==> config.mk <==
export PLATFORM = sky130hd
export DESIGN_NAME = sobel_et_grad
export DESIGN_NICKNAME = d
export VERILOG_FILES = /design/src/hdl/assert_macros.svh /design/src/hdl/sobel_et_pkg.sv /design/src/hdl/sobel_et_grad.sv
export SDC_FILE = /design/constraint.sdc
export NUM_CORES = 2
export LEC_CHECK = 0
export CORE_MARGIN = 10
export CORE_UTILIZATION = 55
export DETAILED_ROUTE_END_ITERATION = 6
export DONT_BUFFER_PORTS = 1
export PLACE_DENSITY = 0.77
export SLEW_MARGIN = 10
export SYNTH_ARGS = -nofsm -noshare
export SYNTH_HDL_FRONTEND = slang
export SYNTH_SLANG_ARGS = --single-unit
==> constraint.sdc <==
create_clock -name vclk -period 9.1
set_input_delay 0.455 -clock vclk [all_inputs]
set_output_delay 0.455 -clock vclk [all_outputs]
set_load 0.03 [all_outputs]
==> src/hdl/assert_macros.svh <==
// Assertion helpers used by sobel_edge_threshold_rgb.
`ifndef ASSERT_MACROS_SVH
`define ASSERT_MACROS_SVH

// Concurrent check, sampled on the rising edge, off while reset is high.
`define ASSERT_AT(lbl, clk, rst, prop, msg) \
  lbl: assert property (@(posedge clk) disable iff (rst) (prop)) else $error(msg);

// Concurrent check that also holds during reset.
`define ASSERT_ALWAYS(lbl, clk, prop, msg) \
  lbl: assert property (@(posedge clk) (prop)) else $error(msg);

`endif

==> src/hdl/sobel_et_pkg.sv <==
// ----------------------------------------------------------------------------
// sobel_et_pkg
// Shared types, register codes and constants of the Sobel edge threshold block.
// ----------------------------------------------------------------------------
package sobel_et_pkg;

  // Default sizes of the line stores and counters
  localparam int MAX_WIDTH_DEF  = 1024;
  localparam int MAX_HEIGHT_DEF = 4096;

  // Configuration register widths
  localparam int FW_W       = 11;
  localparam int FH_W       = 13;
  localparam int TH_W       = 9;
  localparam int CFG_DATA_W = 13;
  localparam int CFG_IDX_W  = 2;

  // Output position widths
  localparam int ROW_OUT_W = 12;
  localparam int COL_OUT_W = 10;

  // Pixel and arithmetic widths
  localparam int CHAN_W = 8;
  localparam int PIX_W  = 3 * CHAN_W;
  localparam int MAG_W  = 21;
  localparam int LIM_W  = TH_W + 2;
  localparam int LIM2_W = 2 * LIM_W;

  typedef enum logic [CFG_IDX_W-1:0] {
    REG_FRAME_WIDTH    = 2'd0,
    REG_FRAME_HEIGHT   = 2'd1,
    REG_EDGE_THRESHOLD = 2'd2
  } cfg_reg_t;

  localparam logic [FW_W-1:0] FRAME_WIDTH_RST    = 11'd1024;
  localparam logic [FH_W-1:0] FRAME_HEIGHT_RST   = 13'd768;
  localparam logic [TH_W-1:0] EDGE_THRESHOLD_RST = 9'd15;

  typedef logic [CHAN_W-1:0] chan_t;
  typedef logic [PIX_W-1:0]  pix_t;
  typedef logic [MAG_W-1:0]  mag_t;

  // One window column: index 0 is the top row, 2 the bottom row
  typedef pix_t [2:0] column_t;

  localparam chan_t CHAN_MAX = 8'hFF;

  typedef struct packed {
    chan_t red;
    chan_t green;
    chan_t blue;
  } in_item_t;

  typedef struct packed {
    logic [ROW_OUT_W-1:0] out_row;
    logic [COL_OUT_W-1:0] out_col;
    chan_t                out_red;
    chan_t                out_green;
    chan_t                out_blue;
    logic                 is_edge;
    logic                 last_of_run;
  } out_item_t;

  // Status of one finished pixel, handed to the output buffer
  typedef struct packed {
    logic                 interior;
    logic                 border;
    logic                 edge_hit;
    logic [ROW_OUT_W-1:0] row;
    logic [COL_OUT_W-1:0] col;
    pix_t                 pix;
  } res_pair_t;

endpackage

==> src/hdl/sobel_et_grad.sv <==
// ----------------------------------------------------------------------------
// sobel_et_grad
// Sobel gradients per color channel and their squared magnitude.
// ----------------------------------------------------------------------------
module sobel_et_grad (
  input  sobel_et_pkg::column_t   col_old,
  input  sobel_et_pkg::column_t   col_mid,
  input  sobel_et_pkg::column_t   col_new,
  output sobel_et_pkg::mag_t [2:0] mag
);
  import sobel_et_pkg::*;

  // Weighted column sum a + 2b + c, ten bits wide
  function automatic logic [9:0] wsum(input chan_t a, input chan_t b, input chan_t c);
    wsum = {2'b00, a} + {1'b0, b, 1'b0} + {2'b00, c};
  endfunction

  // Absolute value of an 11-bit gradient, fits in ten bits
  function automatic logic [9:0] absv(input logic signed [10:0] d);
    logic signed [10:0] nd;
    nd = -d;
    absv = d[10] ? nd[9:0] : d[9:0];
  endfunction

  for (genvar ch = 0; ch < 3; ch++) begin : g_chan
    logic signed [10:0] dx, dy;
    logic [9:0]         ax, ay;
    logic [19:0]        sx, sy;

    always_comb begin
      dx = $signed({1'b0, wsum(col_new[0][ch*CHAN_W +: CHAN_W],
                               col_new[1][ch*CHAN_W +: CHAN_W],
                               col_new[2][ch*CHAN_W +: CHAN_W])})
         - $signed({1'b0, wsum(col_old[0][ch*CHAN_W +: CHAN_W],
                               col_old[1][ch*CHAN_W +: CHAN_W],
                               col_old[2][ch*CHAN_W +: CHAN_W])});
      dy = $signed({1'b0, wsum(col_old[2][ch*CHAN_W +: CHAN_W],
                               col_mid[2][ch*CHAN_W +: CHAN_W],
                               col_new[2][ch*CHAN_W +: CHAN_W])})
         - $signed({1'b0, wsum(col_old[0][ch*CHAN_W +: CHAN_W],
                               col_mid[0][ch*CHAN_W +: CHAN_W],
                               col_new[0][ch*CHAN_W +: CHAN_W])});
      ax = absv(dx);
      ay = absv(dy);
      sx = ax * ax;
      sy = ay * ay;
      mag[ch] = MAG_W'(sx) + MAG_W'(sy);
    end
  end

endmodule

==> reports/metrics.yaml <==
cells_and_area:
  seq_cells: 0
  antennaDiodeCount: 0
  drive_gt1_frac: 0.368
  stdcell_area_mm2: 0.0350
  clock_buffers: 0
  finalNetCount: 4695
  layout_common_cells: "inv_1, buf_4, fa_1"
  final_common_cell: "inv_1"
  seq_area_um2: 0
  area_delta_synth_final_pct: 38.8
sta:
  finalSetupViolCount: 41
  finalCritPeriodShare: 1.12
  rsz0062_at_grt: "yes"
  layout_min_cycle_time_ps: 10170
  slew_headroom: 0.513
  tightest_slew_ps: 725
  timing.final.hold_violations: 0
  drv_slew: 0
  finalWorstSetupSlack_ps: -1070
  fmax_mhz: 98.3
placed_design:
  hpwlAfterDp_um: 62900
  io_buffers: 0
  pre_cts_ws_ps: -1140
  placedInstanceArea_mm2: 0.0319
  place.gp.congestion: 0.990
synth:
  ys_top_cells_by_area: "fa_1, ha_1, inv_1"
  synth_area_leader_cell: "fa_1"
  synth_area_mm2: 0.0252
  syn_avg_cell_area_um2: 8.84
  synthCells: 2852
  yosysUniqueCellTypes: 75
  synth_nets: 3976
  synth_warnings: 0
  yosysTopAreaCellShare: 0.457
  yosysSeqAreaShare: 0
floorplanning:
  initial_core_util: 0.556
  dieWidth_um: 234
  placementRows: 78
  dieArea_mm2: 0.0548
  core_mm2: 0.0454
  fp.dieH_um: 234
  ioPinCount: 279
detailed_routing:
  drt_wl_total_um: 78300
  drtAntennaViolNets: 0
  vias_per_cell: 5.32
  drt-pass1-iter-count: 7
  drc: 0
  wl_per_cell_um: 18.8
  vias: 22200
  dr.first_iter.drc_count: 1339
global_routing:
  grt_pass1_vias: 25300
  grt_pass1_wl_um: 120000
  antenna_found_initial: 0
  grt-ovfl-total: 0
  grt_max_degree: 12
  grt_util_all_layers: 0.270
critical_path:
  worstPathArrival_ps: 9720
  startpoint_type: "input pin"
  worstPathRequired_ps: 8650
  crit_top_cell: "fa_1"
  crit_fanout: 5
  cp_slowest_stage_delay_ps: 590
  end_kind: "output port"
  path_class: "input pin to output port"
  cpMaxStageDelayCell: "fa_1"
outcome:
  status: "finished, violations left"
  violations: "negative setup slack"
job:
  cap_violations: 0
hold_path:
  whs_path_depth: 4
  worstHoldPathType: "input pin to output port"
clock_tree:
  holdBufCountCts: 0
[synth_stat cells, types with 4 or more instances]
cell type / instances
inv_1: 931
fa_1: 576
ha_1: 332
nor2_1: 237
nand2_1: 147
xnor2_1: 91
a21oi_1: 71
xor2_1: 65
a21o_1: 43
o21ai_0: 36
nor3_1: 29
nand2b_1: 22
o21bai_1: 20
and2_1: 17
or2_2: 16
nand3_1: 15
a211oi_1: 14
nor2b_1: 12
o21a_1: 12
and3_1: 11
clkbuf_1: 9
a31oi_1: 8
inv_2: 7
o21ai_1: 7
nand4_1: 6
nor4_1: 6
o211ai_1: 6
a31o_2: 5
mux2_2: 5
o31a_1: 5
or3_1: 5
a211oi_2: 4
a21oi_2: 4
buf_2: 4
mux2i_1: 4
o2111ai_1: 4
o31ai_1: 4
[through the flow]
stage	hold slack, ps	setup TNS [ps]	std cells	utilization
floorplan	1570	-5680	2852	-
global placement	1740	-17180	4058	0.702
detailed placement	1770	-26910	4058	0.702
CTS	1770	-17920	4129	0.742
global route	1860	-36020	4169	0.771
finish	1800	-24790	4169	0.771
[worst paths after layout]
kind / from / to
worst max-delay path: col_new[2] / mag[19]
worst min-delay path: col_old[1] / mag[0]
[repair_timing]
| item | CTS | global route |
|---|---|---|
| pin swaps | 167 | 179 |
| setup endpoints to repair | 43 | 45 |
| resized for setup | 294 | 234 |
| setup buffers | 75 | 52 |
[cell type report]
class	count	area (um2)
Tap cell	600	751
Multi-Input combinational cell	1898	24800
Timing Repair Buffer	731	5820
Inverter	940	3610
Fill cell	2595	10400
[layer usage]
layer | global-route usage | share of wire | routed length (um) | up-vias
li1 | - | - | - | 9877
met1 | 0.310 | 0.37 | 29200 | 11100
met2 | 0.503 | 0.53 | 41400 | 895
met3 | 0.0412 | 0.057 | 4500 | 267
met4 | 0.0901 | 0.042 | 3260 | 0
met5 | 0 | 0 | 0 | -
[cells by family after synthesis]
| kind of cell | share of synthesized area |
|---|---|
| buf+inv | 0.142 |
| fa+ha+maj | 0.622 |
| simple gates | 0.0971 |
| compound gates | 0.0760 |
| xor+xnor | 0.0580 |
| mux | 0.00442 |
[worst max-delay path: cells and delay by family]
kind	cells	cell delay, ps
compound gates	5	1090
xor+xnor	2	310
fa+ha+maj	12	5920
buf+inv	9	700
simple gates	8	1240
Power is left out: the tool's default activity adds up to more than one toggle a clock period on the data nets, which glitch-free logic cannot reach.
